[src/hdl/jss_pkg.sv]
package jss_pkg;

    // Fixed field widths
    localparam int AXIS_W   = 10;
    localparam int DEG_W    = 8;
    localparam int ALPHA_W  = 9;
    localparam int STEP_W   = 6;
    localparam int SMOOTH_W = 16;
    localparam int CFG_IDX_W  = 3;
    localparam int CFG_DATA_W = 9;

    // Axis count and one-hot-free axis codes, in servo order
    localparam int AXIS_COUNT = 4;
    localparam int AXIS_IDX_W = 2;
    localparam logic [AXIS_IDX_W-1:0] AXIS_LEFT_Y  = 2'd0;
    localparam logic [AXIS_IDX_W-1:0] AXIS_RIGHT_X = 2'd1;
    localparam logic [AXIS_IDX_W-1:0] AXIS_RIGHT_Y = 2'd2;
    localparam logic [AXIS_IDX_W-1:0] AXIS_LEFT_X  = 2'd3;

    // Configuration register indexes
    localparam logic [CFG_IDX_W-1:0] CFG_ALPHA_LEFT_X  = 3'd0;
    localparam logic [CFG_IDX_W-1:0] CFG_ALPHA_LEFT_Y  = 3'd1;
    localparam logic [CFG_IDX_W-1:0] CFG_ALPHA_RIGHT_X = 3'd2;
    localparam logic [CFG_IDX_W-1:0] CFG_ALPHA_RIGHT_Y = 3'd3;
    localparam logic [CFG_IDX_W-1:0] CFG_DEGREE_MIN    = 3'd4;
    localparam logic [CFG_IDX_W-1:0] CFG_DEGREE_MAX    = 3'd5;
    localparam logic [CFG_IDX_W-1:0] CFG_STEP_SIZE     = 3'd6;

    // Reset values and fixed-point constants
    localparam logic [ALPHA_W-1:0] ALPHA_ONE     = 9'd256;
    localparam logic [DEG_W-1:0]   DEG_MIN_RST   = 8'd0;
    localparam logic [DEG_W-1:0]   DEG_MAX_RST   = 8'd180;
    localparam logic [STEP_W-1:0]  STEP_RST      = 6'd1;
    localparam logic [DEG_W-1:0]   DEG_SAT_MAX   = 8'd255;

    // Scaling: product of a reading and a degree span, and the reciprocal shift
    localparam int PROD_W      = AXIS_W + DEG_W;
    localparam int RECIP_SHIFT = PROD_W;

    localparam int DEFAULT_INPUT_SPAN = 1024;

    typedef struct packed {
        logic [AXIS_W-1:0] left_x;
        logic [AXIS_W-1:0] left_y;
        logic [AXIS_W-1:0] right_x;
        logic [AXIS_W-1:0] right_y;
        logic              left_button;
        logic              right_button;
    } t_sample;

    typedef struct packed {
        logic [ALPHA_W-1:0] alpha_left_x;
        logic [ALPHA_W-1:0] alpha_left_y;
        logic [ALPHA_W-1:0] alpha_right_x;
        logic [ALPHA_W-1:0] alpha_right_y;
        logic [DEG_W-1:0]   degree_min;
        logic [DEG_W-1:0]   degree_max;
        logic [STEP_W-1:0]  step_size;
    } t_cfg;

    typedef struct packed {
        logic busy;
        logic issuing;
    } t_back_status;

endpackage

[src/hdl/jss_front.sv]
module jss_front import jss_pkg::*; (
    input  logic    i_clk,
    input  logic    i_rst_n,
    input  logic    i_valid,
    output logic    o_ready,
    input  t_sample i_sample,
    output t_sample o_head,
    output logic    o_head_valid,
    input  logic    i_pop
);

    // Two-entry intake queue
    t_sample    r_q [2];
    logic       r_wptr;
    logic       r_rptr;
    logic [1:0] r_count;
    logic       push;

    assign o_ready      = (r_count != 2'd2);
    assign push         = i_valid && o_ready;
    assign o_head       = r_q[r_rptr];
    assign o_head_valid = (r_count != 2'd0);

    // Storage, no reset needed
    always_ff @(posedge i_clk) begin
        if (push) begin
            r_q[r_wptr] <= i_sample;
        end
    end

    // Pointers and fill count
    always_ff @(posedge i_clk) begin
        if (!i_rst_n) begin
            r_wptr  <= 1'b0;
            r_rptr  <= 1'b0;
            r_count <= 2'd0;
        end else begin
            if (push) begin
                r_wptr <= ~r_wptr;
            end
            if (i_pop) begin
                r_rptr <= ~r_rptr;
            end
            case ({push, i_pop})
                2'b10:   r_count <= r_count + 2'd1;
                2'b01:   r_count <= r_count - 2'd1;
                default: r_count <= r_count;
            endcase
        end
    end

endmodule

[src/hdl/jss_back.sv]
module jss_back import jss_pkg::*; #(
    parameter int INPUT_SPAN = DEFAULT_INPUT_SPAN
) (
    input  logic             i_clk,
    input  logic             i_rst_n,
    input  t_cfg             i_cfg,
    input  t_sample          i_head,
    input  logic             i_head_valid,
    output logic             o_pop,
    input  logic             i_out_ready,
    output logic             o_out_valid,
    output logic [DEG_W-1:0] o_servo_one_deg,
    output logic [DEG_W-1:0] o_servo_two_deg,
    output logic [DEG_W-1:0] o_servo_three_deg,
    output logic [DEG_W-1:0] o_servo_four_deg,
    output logic [DEG_W-1:0] o_servo_five_deg,
    output t_back_status     o_status
);

    // Division by the span: reciprocal multiply, then one correction step
    localparam int SPAN_W  = $clog2(INPUT_SPAN + 1);
    localparam int RECIP   = (1 << RECIP_SHIFT) / INPUT_SPAN;
    localparam int RECIP_W = $clog2(RECIP + 1);
    localparam int T_W     = PROD_W + RECIP_W;
    localparam int Q_MAX   = ((1 << AXIS_W) - 1) * 255 / INPUT_SPAN + 1;
    localparam int QW      = $clog2(Q_MAX + 1);
    localparam int QD_W    = QW + SPAN_W;
    localparam int CW      = (QD_W > PROD_W) ? QD_W : PROD_W;
    localparam int M_W     = ((QW > DEG_W) ? QW : DEG_W) + 2;
    localparam int SA_W    = SMOOTH_W + ALPHA_W;
    localparam int MA_W    = DEG_W + ALPHA_W;
    localparam int ACC_W   = SA_W + 1;

    // Sequencer
    logic                  r_busy;
    logic                  r_issue;
    logic [AXIS_IDX_W-1:0] r_axis;
    t_sample               r_cur;
    logic                  start;
    logic                  done;

    // Per-axis state
    logic [SMOOTH_W-1:0] r_smooth [AXIS_COUNT];
    logic [DEG_W-1:0]    r_held   [AXIS_COUNT];
    logic [DEG_W-1:0]    r_step_pos;
    logic [DEG_W-1:0]    n_step_pos;
    logic                r_out_valid;

    // Issue-stage selection
    logic [AXIS_W-1:0]       sel_v;
    logic [DEG_W-1:0]        sel_from;
    logic [DEG_W-1:0]        sel_to;
    logic [ALPHA_W-1:0]      sel_alpha;
    logic signed [DEG_W:0]   sel_diff;
    logic [DEG_W-1:0]        sel_mag;

    // Pipeline registers
    logic                  r_vld1, r_vld2, r_vld3, r_vld4, r_vld5, r_vld6;
    logic [AXIS_IDX_W-1:0] r_idx1, r_idx2, r_idx3, r_idx4, r_idx5, r_idx6;
    logic                  r_neg1, r_neg2, r_neg3, r_neg4;
    logic [DEG_W-1:0]      r_from1, r_from2, r_from3, r_from4;
    logic [ALPHA_W-1:0]    r_a1, r_a2, r_a3, r_a4, r_a5;
    logic [PROD_W-1:0]     r_p1, r_p2, r_p3;
    logic [T_W-1:0]        r_t2;
    logic [QW-1:0]         r_qe3;
    logic [QD_W-1:0]       r_qd3;
    logic [QW-1:0]         r_q4;
    logic [DEG_W-1:0]      r_m5;
    logic [SA_W-1:0]       r_sa6;
    logic [MA_W-1:0]       r_ma6;

    logic [QW-1:0]           qe;
    logic [CW-1:0]           rem;
    logic                    corr;
    logic signed [M_W-1:0]   m_full;
    logic [DEG_W-1:0]        m_sat;
    logic [ACC_W-1:0]        acc;
    logic [SMOOTH_W-1:0]     s_new;
    logic [DEG_W-1:0]        whole;
    logic signed [DEG_W+2:0] pos;

    // Start a new sample once the previous one is done and its result has left
    assign start = i_head_valid && !r_busy && (!r_out_valid || i_out_ready);
    assign o_pop = start;
    assign done  = r_vld6 && (r_idx6 == AXIS_LEFT_X);

    always_ff @(posedge i_clk) begin
        if (!i_rst_n) begin
            r_busy      <= 1'b0;
            r_issue     <= 1'b0;
            r_axis      <= AXIS_LEFT_Y;
            r_out_valid <= 1'b0;
        end else begin
            if (start) begin
                r_busy  <= 1'b1;
                r_issue <= 1'b1;
                r_axis  <= AXIS_LEFT_Y;
            end else if (r_issue) begin
                r_axis <= r_axis + 1'b1;
                if (r_axis == AXIS_LEFT_X) begin
                    r_issue <= 1'b0;
                end
            end
            if (done) begin
                r_busy      <= 1'b0;
                r_out_valid <= 1'b1;
            end else if (i_out_ready) begin
                r_out_valid <= 1'b0;
            end
        end
    end

    always_ff @(posedge i_clk) begin
        if (start) begin
            r_cur <= i_head;
        end
    end

    // Axis selection; left x runs inverted from max down to min
    always_comb begin
        sel_v     = r_cur.left_y;
        sel_from  = i_cfg.degree_min;
        sel_to    = i_cfg.degree_max;
        sel_alpha = i_cfg.alpha_left_y;
        case (r_axis)
            AXIS_LEFT_Y: begin
                sel_v     = r_cur.left_y;
                sel_alpha = i_cfg.alpha_left_y;
            end
            AXIS_RIGHT_X: begin
                sel_v     = r_cur.right_x;
                sel_alpha = i_cfg.alpha_right_x;
            end
            AXIS_RIGHT_Y: begin
                sel_v     = r_cur.right_y;
                sel_alpha = i_cfg.alpha_right_y;
            end
            AXIS_LEFT_X: begin
                sel_v     = r_cur.left_x;
                sel_from  = i_cfg.degree_max;
                sel_to    = i_cfg.degree_min;
                sel_alpha = i_cfg.alpha_left_x;
            end
            default: begin
                sel_v     = r_cur.left_y;
                sel_alpha = i_cfg.alpha_left_y;
            end
        endcase
        sel_diff = $signed({1'b0, sel_to}) - $signed({1'b0, sel_from});
        sel_mag  = sel_diff[DEG_W] ? DEG_W'(-sel_diff) : sel_diff[DEG_W-1:0];
    end

    // Valid bits of the axis pipeline
    always_ff @(posedge i_clk) begin
        if (!i_rst_n) begin
            r_vld1 <= 1'b0;
            r_vld2 <= 1'b0;
            r_vld3 <= 1'b0;
            r_vld4 <= 1'b0;
            r_vld5 <= 1'b0;
            r_vld6 <= 1'b0;
        end else begin
            r_vld1 <= r_issue;
            r_vld2 <= r_vld1;
            r_vld3 <= r_vld2;
            r_vld4 <= r_vld3;
            r_vld5 <= r_vld4;
            r_vld6 <= r_vld5;
        end
    end

    // Division correction and offset/saturation
    assign qe     = r_t2[RECIP_SHIFT +: QW];
    assign rem    = CW'(r_p3) - CW'(r_qd3);
    assign corr   = (rem >= CW'(INPUT_SPAN));
    assign m_full = r_neg4 ? ($signed(M_W'(r_from4)) - $signed(M_W'(r_q4)))
                           : ($signed(M_W'(r_from4)) + $signed(M_W'(r_q4)));
    always_comb begin
        if (m_full < 0) begin
            m_sat = '0;
        end else if (m_full > $signed(M_W'(DEG_SAT_MAX))) begin
            m_sat = DEG_SAT_MAX;
        end else begin
            m_sat = m_full[DEG_W-1:0];
        end
    end

    // Axis datapath
    always_ff @(posedge i_clk) begin
        // stage 1: reading times degree span
        r_idx1  <= r_axis;
        r_neg1  <= sel_diff[DEG_W];
        r_from1 <= sel_from;
        r_a1    <= (sel_alpha > ALPHA_ONE) ? ALPHA_ONE : sel_alpha;
        r_p1    <= PROD_W'(sel_v) * PROD_W'(sel_mag);
        // stage 2: times reciprocal of the span
        r_idx2  <= r_idx1;
        r_neg2  <= r_neg1;
        r_from2 <= r_from1;
        r_a2    <= r_a1;
        r_p2    <= r_p1;
        r_t2    <= T_W'(r_p1) * T_W'(RECIP);
        // stage 3: back-multiply the estimate
        r_idx3  <= r_idx2;
        r_neg3  <= r_neg2;
        r_from3 <= r_from2;
        r_a3    <= r_a2;
        r_p3    <= r_p2;
        r_qe3   <= qe;
        r_qd3   <= QD_W'(qe) * QD_W'(INPUT_SPAN);
        // stage 4: estimate is low by at most one
        r_idx4  <= r_idx3;
        r_neg4  <= r_neg3;
        r_from4 <= r_from3;
        r_a4    <= r_a3;
        r_q4    <= r_qe3 + QW'(corr);
        // stage 5: add offset, saturate to a byte
        r_idx5  <= r_idx4;
        r_a5    <= r_a4;
        r_m5    <= m_sat;
        // stage 6: smoother products
        r_idx6  <= r_idx5;
        r_sa6   <= SA_W'(r_smooth[r_idx5]) * SA_W'(ALPHA_ONE - r_a5);
        r_ma6   <= MA_W'(r_m5) * MA_W'(r_a5);
    end

    // Smoother sum, integer part
    assign acc   = ACC_W'(r_sa6) + ACC_W'({r_ma6, 8'b0});
    assign s_new = acc[8 +: SMOOTH_W];
    assign whole = s_new[SMOOTH_W-1 -: DEG_W];

    // Smoothed state and held commands
    always_ff @(posedge i_clk) begin
        if (!i_rst_n) begin
            for (int k = 0; k < AXIS_COUNT; k++) begin
                r_smooth[k] <= '0;
                r_held[k]   <= '0;
            end
        end else if (r_vld6) begin
            r_smooth[r_idx6] <= s_new;
            if ((whole > i_cfg.degree_min) && (whole < i_cfg.degree_max)) begin
                r_held[r_idx6] <= whole;
            end
        end
    end

    // Servo five: up step first, then down test on the raised value
    always_comb begin
        pos = $signed({3'b0, r_step_pos});
        if (i_head.left_button && (pos < $signed({3'b0, i_cfg.degree_max}))) begin
            pos = pos + $signed({5'b0, i_cfg.step_size});
        end
        if (i_head.right_button && (pos > $signed({3'b0, i_cfg.degree_min}))) begin
            pos = pos - $signed({5'b0, i_cfg.step_size});
        end
        if (pos < 0) begin
            n_step_pos = '0;
        end else if (pos > $signed({3'b0, DEG_SAT_MAX})) begin
            n_step_pos = DEG_SAT_MAX;
        end else begin
            n_step_pos = pos[DEG_W-1:0];
        end
    end

    always_ff @(posedge i_clk) begin
        if (!i_rst_n) begin
            r_step_pos <= '0;
        end else if (start) begin
            r_step_pos <= n_step_pos;
        end
    end

    // Result is the held state itself; it does not change while waiting
    assign o_out_valid       = r_out_valid;
    assign o_servo_one_deg   = r_held[AXIS_LEFT_Y];
    assign o_servo_two_deg   = r_held[AXIS_RIGHT_X];
    assign o_servo_three_deg = r_held[AXIS_RIGHT_Y];
    assign o_servo_four_deg  = r_held[AXIS_LEFT_X];
    assign o_servo_five_deg  = r_step_pos;

    assign o_status.busy    = r_busy;
    assign o_status.issuing = r_issue;

endmodule

[src/hdl/joystick_servo_smoother.sv]
// Channel  | Handshake           | Payload
// ---------+---------------------+-------------------------------------------
// sample   | i_valid / o_ready   | i_left_x/y, i_right_x/y, i_left/right_button
// command  | o_valid / i_ready   | o_servo_one..five_deg
// config   | i_cfg_we            | i_cfg_index, i_cfg_data
//
// After its sample leaves the intake queue, a result becomes valid once the four
// axes have been issued in turn and the last axis has passed through the axis
// pipeline and the state write.
// Samples are worked one at a time; the next starts only once the previous is done.
// The intake queue holds two samples, so up to two more are accepted while a
// result waits; after that o_ready drops until the back end pops one.
// A new sample starts once the previous result is taken (at the earliest in the
// same cycle); i_ready low stalls the back end while the queue keeps accepting.
// Reset is synchronous; all filter state, held commands and servo five clear.
module joystick_servo_smoother import jss_pkg::*; #(
    parameter int INPUT_SPAN = DEFAULT_INPUT_SPAN
) (
    input  logic                  i_clk,
    input  logic                  i_rst_n,
    input  logic                  i_valid,
    output logic                  o_ready,
    input  logic [AXIS_W-1:0]     i_left_x,
    input  logic [AXIS_W-1:0]     i_left_y,
    input  logic [AXIS_W-1:0]     i_right_x,
    input  logic [AXIS_W-1:0]     i_right_y,
    input  logic                  i_left_button,
    input  logic                  i_right_button,
    output logic                  o_valid,
    input  logic                  i_ready,
    output logic [DEG_W-1:0]      o_servo_one_deg,
    output logic [DEG_W-1:0]      o_servo_two_deg,
    output logic [DEG_W-1:0]      o_servo_three_deg,
    output logic [DEG_W-1:0]      o_servo_four_deg,
    output logic [DEG_W-1:0]      o_servo_five_deg,
    input  logic                  i_cfg_we,
    input  logic [CFG_IDX_W-1:0]  i_cfg_index,
    input  logic [CFG_DATA_W-1:0] i_cfg_data
);

    t_cfg         r_cfg;
    t_sample      in_sample;
    t_sample      head;
    logic         head_valid;
    logic         pop;
    t_back_status back_status;

    // Configuration registers
    always_ff @(posedge i_clk) begin
        if (!i_rst_n) begin
            r_cfg.alpha_left_x  <= ALPHA_ONE;
            r_cfg.alpha_left_y  <= ALPHA_ONE;
            r_cfg.alpha_right_x <= ALPHA_ONE;
            r_cfg.alpha_right_y <= ALPHA_ONE;
            r_cfg.degree_min    <= DEG_MIN_RST;
            r_cfg.degree_max    <= DEG_MAX_RST;
            r_cfg.step_size     <= STEP_RST;
        end else if (i_cfg_we) begin
            case (i_cfg_index)
                CFG_ALPHA_LEFT_X:  r_cfg.alpha_left_x  <= i_cfg_data;
                CFG_ALPHA_LEFT_Y:  r_cfg.alpha_left_y  <= i_cfg_data;
                CFG_ALPHA_RIGHT_X: r_cfg.alpha_right_x <= i_cfg_data;
                CFG_ALPHA_RIGHT_Y: r_cfg.alpha_right_y <= i_cfg_data;
                CFG_DEGREE_MIN:    r_cfg.degree_min    <= i_cfg_data[DEG_W-1:0];
                CFG_DEGREE_MAX:    r_cfg.degree_max    <= i_cfg_data[DEG_W-1:0];
                CFG_STEP_SIZE:     r_cfg.step_size     <= i_cfg_data[STEP_W-1:0];
                default: begin
                end
            endcase
        end
    end

    assign in_sample.left_x       = i_left_x;
    assign in_sample.left_y       = i_left_y;
    assign in_sample.right_x      = i_right_x;
    assign in_sample.right_y      = i_right_y;
    assign in_sample.left_button  = i_left_button;
    assign in_sample.right_button = i_right_button;

    // Intake queue
    jss_front u_front (
        .i_clk        (i_clk),
        .i_rst_n      (i_rst_n),
        .i_valid      (i_valid),
        .o_ready      (o_ready),
        .i_sample     (in_sample),
        .o_head       (head),
        .o_head_valid (head_valid),
        .i_pop        (pop)
    );

    // Scaling, smoothing and servo update
    jss_back #(
        .INPUT_SPAN (INPUT_SPAN)
    ) u_back (
        .i_clk             (i_clk),
        .i_rst_n           (i_rst_n),
        .i_cfg             (r_cfg),
        .i_head            (head),
        .i_head_valid      (head_valid),
        .o_pop             (pop),
        .i_out_ready       (i_ready),
        .o_out_valid       (o_valid),
        .o_servo_one_deg   (o_servo_one_deg),
        .o_servo_two_deg   (o_servo_two_deg),
        .o_servo_three_deg (o_servo_three_deg),
        .o_servo_four_deg  (o_servo_four_deg),
        .o_servo_five_deg  (o_servo_five_deg),
        .o_status          (back_status)
    );

`ifndef SYNTHESIS
    // A waiting result and a sample in flight never overlap
    a_valid_not_busy: assert property (@(posedge i_clk) disable iff (!i_rst_n)
        o_valid |-> !back_status.busy)
        else $error("result valid while a sample is in flight");

    // A result appears only as the sample in flight completes
    a_valid_from_busy: assert property (@(posedge i_clk) disable iff (!i_rst_n)
        $rose(o_valid) |-> $past(back_status.busy))
        else $error("result appeared without a sample in flight");

    // Finishing a sample always raises a result
    a_busy_ends_valid: assert property (@(posedge i_clk) disable iff (!i_rst_n)
        $fell(back_status.busy) |-> $rose(o_valid))
        else $error("sample finished without a result");

    // Axis issue happens only while a sample is in flight
    a_issue_in_busy: assert property (@(posedge i_clk) disable iff (!i_rst_n)
        back_status.issuing |-> back_status.busy)
        else $error("axis issue outside a sample");
`endif

endmodule
[config.mk]
export PLATFORM = sky130hd
export DESIGN_NAME = joystick_servo_smoother
export DESIGN_NICKNAME = d
export VERILOG_FILES = /design/src/hdl/jss_pkg.sv /design/src/hdl/jss_front.sv /design/src/hdl/jss_back.sv /design/src/hdl/joystick_servo_smoother.sv
export SDC_FILE = /design/constraint.sdc
export NUM_CORES = 1
export LEC_CHECK = 0
export ABC_AREA = 1
export BUFFER_PORTS_ARGS = -buffer_cell sky130_fd_sc_hd__buf_2
export CAP_MARGIN = 20
export CORE_MARGIN = 2
export CORE_UTILIZATION = 57
export DETAILED_ROUTE_END_ITERATION = 7
export PLACE_DENSITY = 0.78
export SYNTH_ARGS = -nofsm -noshare
export SYNTH_HDL_FRONTEND = slang
export SYNTH_SLANG_ARGS = --single-unit
[constraint.sdc]
create_clock -name i_clk -period 5.8 [get_ports i_clk]
set_input_delay 0.58 -clock i_clk [delete_from_list [all_inputs] [get_ports i_clk]]
set_output_delay 0.58 -clock i_clk [all_outputs]
set_load 0.01 [all_outputs]
==> impl_metrics.env <==
export IMPL_antenna_found_initial=1
export IMPL_critical_path_top_cell_by_count="fa_1"
export IMPL_r2r_start="u_back.r_a5[0]$_DFF_P_"
export IMPL_slew_headroom=0.321
export IMPL_hold_viol_final=0
export IMPL_cts_hold_buf=0
export IMPL_cp_top_family="adder cells"
export IMPL_grt_overflow=0
export IMPL_period_share=1.05
export IMPL_wire_per_inst_um=17.7
export IMPL_fmax_mhz=164
export IMPL_synth_seq_cells=467
export IMPL_max_stage_delay_ps=550
export IMPL_coreArea_mm2=0.0515
export IMPL_pin_count=101
export IMPL_drive_gt1_frac=0.197
export IMPL_critPathCaptureType="flip-flop"
export IMPL_setup_violations=12
export IMPL_synth_top_flop_cell="dfxtp_1"
export IMPL_holdPathStages=1
export IMPL_syn_area_mm2=0.0298
export IMPL_r2r_end="u_back.r_sa6[17]$_DFF_P_"
export IMPL_via_per_inst=5.43
export IMPL_insertion_delay_ps=610
export IMPL_status="finished, violations left"
export IMPL_slew_viol_final=0
export IMPL_ant_nets=0
export IMPL_n_antenna_cell=0
export IMPL_syn_avg_cell_area_um2=9.24
export IMPL_rsz0062_at_grt="yes"
export IMPL_rrSetupSlack_ps=-280
export IMPL_cp_start_kind="flip-flop"
export IMPL_finalWirelength_mm=75.6
export IMPL_timing_final_ws_setup_ps=-283
export IMPL_cts_inserted_buffers=49
export IMPL_multi_input_area_mm2=0.0168
export IMPL_gp_congestion=0.950
export IMPL_area_growth_pct=19.3
export IMPL_clock_sinks=467
export IMPL_yosysSeqAreaShare=0.387
export IMPL_fin_nets=4076
export IMPL_synth_async_reset_ratio=0
export IMPL_row_count=83
export IMPL_worst_path_buf_inv=5
export IMPL_layout_common_cells="nand2_1, inv_1, nor2_1"
export IMPL_worstHoldStart="i_left_x[9]"
export IMPL_postSynthNetCount=3746
export IMPL_dieHeight_um=233
export IMPL_route_detailed_drc=0
export IMPL_synth_edf_count=220
export IMPL_post_place_ws_ps=-292
export IMPL_failed_checks="negative setup slack"
export IMPL_fin_area_mm2=0.0356
export IMPL_drv_cap=0
export IMPL_synthCells=3225
export IMPL_grt_start_max_net_pins=78
export IMPL_htree_levels=2
export IMPL_cts_root_buf="clkbuf_16"
export IMPL_crit_arrival_ps=6570
export IMPL_clkTransAtPathRegs_ps=60
export IMPL_layout_commonest_cell="nand2_1"
export IMPL_path_class="reg2reg"
export IMPL_cp_required_ps=6280
export IMPL_die_area_mm2=0.0542
export IMPL_yosys_cell_types_count=61
export IMPL_r2r_cells=29
export IMPL_cts_tree="built"
export IMPL_drtIter0Drc=1801
export IMPL_min_period_ps=6080
export IMPL_n_fill_cell=3790
export IMPL_yosys_warnings=0
export IMPL_drt_pass1_iterations=5
export IMPL_grt_usage=0.281
export IMPL_initial_utilization=0.579
export IMPL_tightest_slew_ps=1020
export IMPL_die_width_um=233
export IMPL_clockBufferDepth=3
export IMPL_final_seq_area_mm2=0.0116
export IMPL_hold_path_class="in2reg"
export IMPL_dp_hpwl_mm=56.2
export IMPL_grt_pass1_vias=23200
export IMPL_slowest_stage="fa_1"
export IMPL_min_to="u_front.r_q[0][41]$_DFFE_PP_"
export IMPL_port_buffers=100
export IMPL_placed_area_mm2=0.0328
export IMPL_cp_max_fo=5
export IMPL_vias=23200
export IMPL_grt_pass1_wl_mm=119
export IMPL_skew_ps=38.3
[registers in the layout, indices dropped and copies added, names as in the netlist, 9 cells and up, named ones only]
signal,cells
r_cfg,58
u_back.r_a1,9
u_back.r_a2,9
u_back.r_a3,9
u_back.r_a4,9
u_back.r_a5,9
u_back.r_cur,40
u_back.r_held,32
u_back.r_ma6,16
u_back.r_sa6,16
u_back.r_smooth,64
u_front.r_q,84
[synthesized netlist by cell type, drive strengths merged (5+ instances only)]
| cell type | count | share of area |
|---|---|---|
| a21oi | 134 | 0.023 |
| a22o | 17 | 0.0050 |
| buf | 19 | 0.0035 |
| clkbuf | 49 | 0.0062 |
| clkinv | 13 | 0.0018 |
| dfxtp | 247 | 0.17 |
| edfxtp | 220 | 0.22 |
| fa | 256 | 0.17 |
| ha | 206 | 0.086 |
| inv | 546 | 0.069 |
| mux2 | 41 | 0.015 |
| nand2 | 629 | 0.081 |
| nand3 | 90 | 0.016 |
| nand3b | 7 | 0.0018 |
| nand4 | 18 | 0.0043 |
| nor2 | 386 | 0.050 |
| nor3 | 39 | 0.0071 |
| nor4 | 5 | 0.0010 |
| o211ai | 9 | 0.0023 |
| o21a | 5 | 0.0013 |
| o21ai | 133 | 0.022 |
| o21bai | 9 | 0.0023 |
| o22ai | 18 | 0.0040 |
| or2 | 22 | 0.0048 |
| xnor2 | 35 | 0.011 |
| xor2 | 47 | 0.016 |
[worst max-delay path by stage]
stage	from	endpoint	slack (ps)	cells after the start
2_1_floorplan	u_back.r_a5[0]$_DFF_P_	u_back.r_sa6[17]$_DFF_P_	-20	30
3_3_place_gp	u_back.r_a5[0]$_DFF_P_	u_back.r_sa6[19]$_DFF_P_	-200	30
3_5_place_dp	u_back.r_a5[0]$_DFF_P_	u_back.r_sa6[19]$_DFF_P_	-290	30
4_1_cts	u_back.r_a5[4]$_DFF_P_	u_back.r_sa6[23]$_DFF_P_	-160	28
5_1_grt	u_back.r_a5[0]$_DFF_P_	u_back.r_sa6[18]$_DFF_P_	-500	28
6_report	u_back.r_a5[0]$_DFF_P_	u_back.r_sa6[17]$_DFF_P_	-280	29
[layer usage]
metal / global-route usage / vias up / routed length, um
met2: 0.482 / 848 / 37000
met3: 0.0488 / 193 / 5250
met4: 0.0936 / 0 / 3040
met1: 0.360 / 11300 / 30300
li1: - / 10900 / -
met5: 0 / - / 0
[final cells by class]
class | count | share of cell area
inverter | 559 | 0.0597
clock inverter | 26 | 0.00792
sequential | 467 | 0.325
timing repair buffer | 347 | 0.0717
clock buffer | 65 | 0.0381
tap | 680 | 0.0239
multi-input combinational | 2131 | 0.473
[worst register-to-register path: cells and delay by family, from the launching register on]
| kind | cells | cell delay, ps |
|---|---|---|
| XOR/XNOR | 1 | 240 |
| buffers and inverters | 5 | 390 |
| AND/OR/NAND/NOR | 15 | 1520 |
| adder cells (fa/ha/maj) | 8 | 3510 |
| flip-flops | 1 | 330 |
[metrics by stage]
stage | std cells | hold slack (ps) | util | TNS, ps
global route | 4275 | 128 | 0.690 | -5790
detailed placement | 4148 | 312 | 0.637 | -2760
global placement | 4148 | 310 | 0.637 | -1660
CTS | 4261 | 125 | 0.677 | -1040
floorplan | 3225 | 310 | - | -87.0
finish | 4275 | 154 | 0.690 | -2760
[what timing repair did]
item                       in CTS  in global routing
setup endpoints to repair      15                 23
resized for setup              57                148
pin swaps                      34                 90
gates cloned                    1                  1
buffers inserted               21                 14
[kinds of logic after synthesis]
logic type               after synthesis  synth area share
flip-flops                           467             0.387
multiplexers                          41            0.0155
XOR/XNOR                              82            0.0269
buffers and inverters                627            0.0802
adder cells (fa/ha/maj)              462             0.258
AO/OA/AOI/OAI                        343            0.0656
AND/OR/NAND/NOR                     1203             0.166
Power is left out: the tool's default activity adds up to more than one toggle a clock period on the data nets, which glitch-free logic cannot reach.
